<file path="src/design/isu_pkg.sv">
`timescale 1ns / 1ps

package isu_pkg;

  // lattice geometry: side is a power of two, site index is {row, col}
  localparam int SIDE_W    = 8;
  localparam int SIDE      = 1 << SIDE_W;
  localparam int ADDR_W    = 2 * SIDE_W;
  localparam int SITES     = SIDE * SIDE;

  // payload widths
  localparam int SITE_W    = 16;
  localparam int RND_W     = 16;
  localparam int CFG_W     = 17;
  localparam int CFG_IDX_W = 2;
  localparam int MAG_W     = 18;
  localparam int ENE_W     = 19;
  localparam int CNT_W     = 3;

  // totals after reset: all spins up, every bond satisfied
  localparam logic [MAG_W-1:0] MAG_RESET = MAG_W'(SITES);
  localparam logic [ENE_W-1:0] ENE_RESET = ENE_W'(-2 * SITES);

  // configuration register indexes
  typedef enum logic [CFG_IDX_W-1:0] {
    REG_ACCEPT_DE4 = 2'd0,
    REG_ACCEPT_DE8 = 2'd1
  } isu_cfg_reg_t;

  // which site the spin memory reads
  typedef enum logic [2:0] {
    NB_SITE  = 3'd0,
    NB_WEST  = 3'd1,
    NB_EAST  = 3'd2,
    NB_NORTH = 3'd3,
    NB_SOUTH = 3'd4
  } isu_nb_sel_t;

  // controller to datapath
  typedef struct packed {
    logic        load;
    logic        rd_en;
    isu_nb_sel_t rd_sel;
    logic        cap_spin;
    logic        cnt_en;
    logic        commit;
    logic        clr_wr;
  } isu_cmd_t;

  // datapath to controller
  typedef struct packed {
    logic clr_last;
    logic out_free;
  } isu_status_t;

endpackage

</file>
<file path="src/design/isu_ctrl.sv">
`timescale 1ns / 1ps

module isu_ctrl import isu_pkg::*; (
  input  logic        clk,
  input  logic        rst_n,
  input  logic        in_valid,
  output logic        in_ready,
  input  isu_status_t status,
  output isu_cmd_t    cmd
);

  typedef enum logic [6:0] {
    ST_CLEAR  = 7'b0000001,
    ST_IDLE   = 7'b0000010,
    ST_RD_W   = 7'b0000100,
    ST_RD_E   = 7'b0001000,
    ST_RD_N   = 7'b0010000,
    ST_RD_S   = 7'b0100000,
    ST_UPDATE = 7'b1000000
  } isu_state_t;

  isu_state_t state_r;
  isu_state_t state_nxt;

  always_ff @(posedge clk) begin
    if (!rst_n) begin
      state_r <= ST_CLEAR;
    end else begin
      state_r <= state_nxt;
    end
  end

  // one memory access per cycle: site, four neighbors, write-back once the output is free
  always_comb begin
    state_nxt = state_r;
    in_ready  = 1'b0;
    cmd       = '0;
    cmd.rd_sel = NB_SITE;
    case (state_r)
      ST_CLEAR: begin
        cmd.clr_wr = 1'b1;
        if (status.clr_last) begin
          state_nxt = ST_IDLE;
        end
      end
      ST_IDLE: begin
        in_ready = 1'b1;
        if (in_valid) begin
          cmd.load  = 1'b1;
          cmd.rd_en = 1'b1;
          state_nxt = ST_RD_W;
        end
      end
      ST_RD_W: begin
        cmd.rd_en    = 1'b1;
        cmd.rd_sel   = NB_WEST;
        cmd.cap_spin = 1'b1;
        state_nxt    = ST_RD_E;
      end
      ST_RD_E: begin
        cmd.rd_en  = 1'b1;
        cmd.rd_sel = NB_EAST;
        cmd.cnt_en = 1'b1;
        state_nxt  = ST_RD_N;
      end
      ST_RD_N: begin
        cmd.rd_en  = 1'b1;
        cmd.rd_sel = NB_NORTH;
        cmd.cnt_en = 1'b1;
        state_nxt  = ST_RD_S;
      end
      ST_RD_S: begin
        cmd.rd_en  = 1'b1;
        cmd.rd_sel = NB_SOUTH;
        cmd.cnt_en = 1'b1;
        state_nxt  = ST_UPDATE;
      end
      ST_UPDATE: begin
        // wait here while the previous result is still held
        if (status.out_free) begin
          cmd.commit = 1'b1;
          state_nxt  = ST_IDLE;
        end
      end
      default: begin
        state_nxt = ST_CLEAR;
      end
    endcase
  end

endmodule

</file>
<file path="config.mk">
export PLATFORM = sky130hd
export DESIGN_NAME = isu_ctrl
export DESIGN_NICKNAME = d
export VERILOG_FILES = /design/src/design/isu_pkg.sv /design/src/design/isu_ctrl.sv
export SDC_FILE = /design/constraint.sdc
export NUM_CORES = 1
export LEC_CHECK = 0
export BUFFER_PORTS_ARGS = -buffer_cell sky130_fd_sc_hd__clkbuf_2
export CORE_AREA = 10 10 47 49
export DETAILED_ROUTE_END_ITERATION = 10
export DIE_AREA = 0 0 57 59
export PLACE_DENSITY = 0.66
export REMOVE_ABC_BUFFERS = 1
export SKIP_LAST_GASP = 1
export SLEW_MARGIN = 10
export SYNTH_ARGS = -nofsm -noshare
export SYNTH_HDL_FRONTEND = slang
export SYNTH_SLANG_ARGS = --single-unit
export TNS_END_PERCENT = 100
</file>
<file path="constraint.sdc">
create_clock -name clk -period 1.75 [get_ports clk]
set_clock_uncertainty 0.1 [all_clocks]
set_input_delay 0.175 -clock clk [delete_from_list [all_inputs] [get_ports clk]]
set_output_delay 0.175 -clock clk [all_outputs]
set_load 0.03 [all_outputs]
</file>
==> flow_results.org <==
** STA
- Setup slack after layout :: -0.0477 ns
- The count of pins over their slew limit is 0.
- Setup violations remaining at the end of the flow were counted as 3.
- The worst path in the final design needs a cycle of 1.80 ns, including I/O delays and setup.
- At the pin with the least slew margin, the transition time is 0.404 ns.
- Worst relative slew slack :: approximately 73%
- Peak clock frequency supported by timing :: approximately 560 MHz
- The hold violation total from the final report was 0.
- Unrepaired setup endpoints after global routing :: yes
- Ratio of final minimum period to clock period :: 103%
- Setup TNS :: -0.0903 ns

** Synth
- Counting every instance in the synthesized netlist gives 58.
- Counting flops and latches in the post-synthesis netlist gives 7.
- Synthesis instantiated 28 different standard cells from the library.
- For this run, asynchronously set or reset flops after synthesis account for 0%.
- In this run, synthesis inferred 0 flip-flops with an integrated enable.
- Of the post-synthesis cell area, the dominant cell type holds between 20 and 30%.
- For this run, the number of Yosys warnings is 0.
- Most instantiated cells after synthesis :: 9 x nor2_1, 7 x dfxtp_1, 4 x inv_1
- The mapped netlist covers about 480 µm².
- Among all flip-flop cells after synthesis, the most frequent one is dfxtp_1.
- The biggest area contributor in the post-synthesis netlist is dfxtp_1.
- In this run the mean area of a mapped cell was 8.26 µm².
- Synth top area cells :: dfxtp_1 29%, nor4_4 8.9%, nor2_1 7.0%
- Sequential-to-total area share from yosys stat :: just under 30%
- Cell with the most instances after synthesis :: nor2_1

** GRT
- For this run, the total global-route usage over all layers was measured as 7.93%.
- The number of global-route vias before repair came to ~500.
- The total overflow left after global routing is 0.
- The initial antenna violation count was 0.
- Wire length of the first global-routing pass :: about 2.1 mm
- Maximum number of pins on one net before global-route repair :: 9

** Min path
- Count of cells along the worst hold path :: 2
- Min-Delay Path Class :: in -> reg

** Cells and area
- The count of cells in the finished layout, fillers not included, comes to between 100 and 150.
- In the final layout, the registers with the most flip-flops are state_r: 7 flops.
- After the last flow step, the layout net total stands at 95.
- Counting flops per register, the top entry is state_r.
- Antenna Diode Count :: 0
- Layout cell share with drive strength beyond 1 :: ~60%
- Largest register FFs :: 7
- Compared with the post-synthesis result, the final layout area differs by 72.6%.

** Clocking
- Clock tree synthesis inserted a total of 3 buffers.
- TritonCTS built the clock tree.
- Maximum buffer depth of the clock tree :: 2
- Deepest level of the CTS H-tree :: 1
- Number of hold buffers added after CTS :: 0
- The cell sitting at the root of the clock tree is a clkbuf_4.
- Counting every sink on the clock net gives 7.
- Source-to-sink clock delay at the later pin of the worst-skew pair :: about 0.26 ns
- Clock-pin slew was measured on the worst setup and hold paths at ~0.050 ns.

** Setup path
- Data arrives at the worst endpoint at ~1.5 ns.
- Element type at the critical path start :: flop
- STA classifies the critical path endpoint as a primary output.
- In this run the worst path has a maximum fanout of 6.
- Counting cells, the worst reg-to-reg path comes to 5.
- Start-to-end type of the worst setup path :: reg -> out
- For the worst setup path, the data required time is around 1.5 ns.

** Placement
- OpenSTA, run right after detailed placement, puts the worst setup slack at between 0.08 and 0.09 ns.
- Number of placed instances with taps included :: slightly above 90
- Final Wtd Congestion :: 0.798
- The HPWL after detailed placement is about 1000 µm.
- The count of buffers added on input and output ports is 14.

** Run status
- Failing checks :: setup timing
- Result of the run :: complete, but fails checks

** Job
- MaxCap Viol Count :: 0

** Die
- Pin placement for this block handled 15 I/O pins.
- Initial standard-cell utilization of the core :: 34.2%
- In this run the core area contains 14 standard-cell rows.
- Total die area :: ~3400 µm²
- Floorplan Core Area :: 1400 µm²
- Measured along the y axis, the die boundary spans ~60 µm.
- Floorplan die width :: around 57 µm

** Routing
- DRC errors left :: 0
- Across all layers, the routed design uses roughly 530 vias.
- First-pass iteration count of the detailed router :: 4
- Violation count after the first detailed-route iteration :: 4
- Number of vias per cell :: around 5
- In the final routed layout, each cell accounts on average for 13.3 µm.
- The routed design has between 1 and 1.5 mm of wire.
- The count of nets left with antenna violations once routing finished came out at 0.

** Pwr
- In this run the static leakage power is about 0.37 nW.
- Total power divided by cell area :: ~640 nW/µm²
- IR analysis of the VDD net gives a maximum drop of between 0.4 and 0.5 mV.
critical path, cell delays in order, from the launching register on:
cell	delay [ns]
dfxtp_1	0.30
or3_4	0.43
nor4_4	0.23
or2_2	0.15
clkbuf_8	0.14
final cells by class:
class	count	area, µm²
Clock buffer	4	26.3
Fill cell	128	574
Inverter	4	15.0
Multi-Input combinational cell	44	375
Sequential cell	7	150
Tap cell	16	20.0
Timing Repair Buffer	30	240
cell usage in the layout (no fill, tap or decap), drive strengths merged:
cell type	n
a21oi	1
dfxtp	7
or2	1
o21ai	4
inv	4
o311ai	1
and3	1
nor2	9
nor2b	1
nand2	3
xor2	1
buf	21
nor3	1
o211a	1
nand3	1
nand3b	2
a211oi	1
nor4b	2
o221ai	1
xnor2	2
or3	1
nand2b	3
nor3b	2
nor4	5
clkbuf	13
kinds of logic after synthesis:
logic type | count (synthesis) | share of synthesized area, %
AO/OA/AOI/OAI | 9 | 13.3
flip-flops | 7 | 29.2
buffers and inverters | 7 | 8.61
AND/OR/NAND/NOR | 32 | 43.3
XOR/XNOR | 3 | 5.48
path summary, 6_finish.rpt:
check	startpoint	end	slack (ns)
hold / removal	rst_n	state_r[0]	0.02
setup reg to reg	state_r[2]	state_r[1]	0.13
setup / recovery	state_r[0]	cmd[2]	-0.05
hold reg to reg	state_r[2]	state_r[4]	0.42
per-stage QoR:
stage / area (µm²) / power, mW / util, % / hold slack (ns)
finish: 827 / 0.527 / 59.0 / 0.0241
global route: 827 / 0.552 / 59.0 / 0.0341
CTS: 766 / 0.513 / 54.6 / 0.0243
detailed placement: 603 / 0.327 / 43.0 / 0.296
global placement: 603 / 0.325 / 43.0 / 0.291
floorplan: 453 / 0.273 / - / 0.154
where the power goes:
group	switching [mW]	internal, mW	leakage (nW)
Clock	0.0669	0.0875	0.0150
Sequential	0.00706	0.166	0.0596
Combinational	0.105	0.0946	0.296
Total	0.179	0.348	0.371
per-layer routing:
metal  share of wire [%]  routed length [µm]  vias up  GRT usage, %
li1                    -                   -      269             -
met1                  40                 561      249          7.42
met2                  52                 728       12          14.7
met3                 5.4                  76        3          2.36
met4                 2.4                  34        0          5.03
met5                   0                   0        -             0
what timing repair did:
action | in CTS | in global routing
resized for setup | 29 | 13
pin swaps | 5 | 4
buffers inserted | 3 | 5
setup endpoints to repair | 9 | 9
Power figures use the tool's default switching activity.
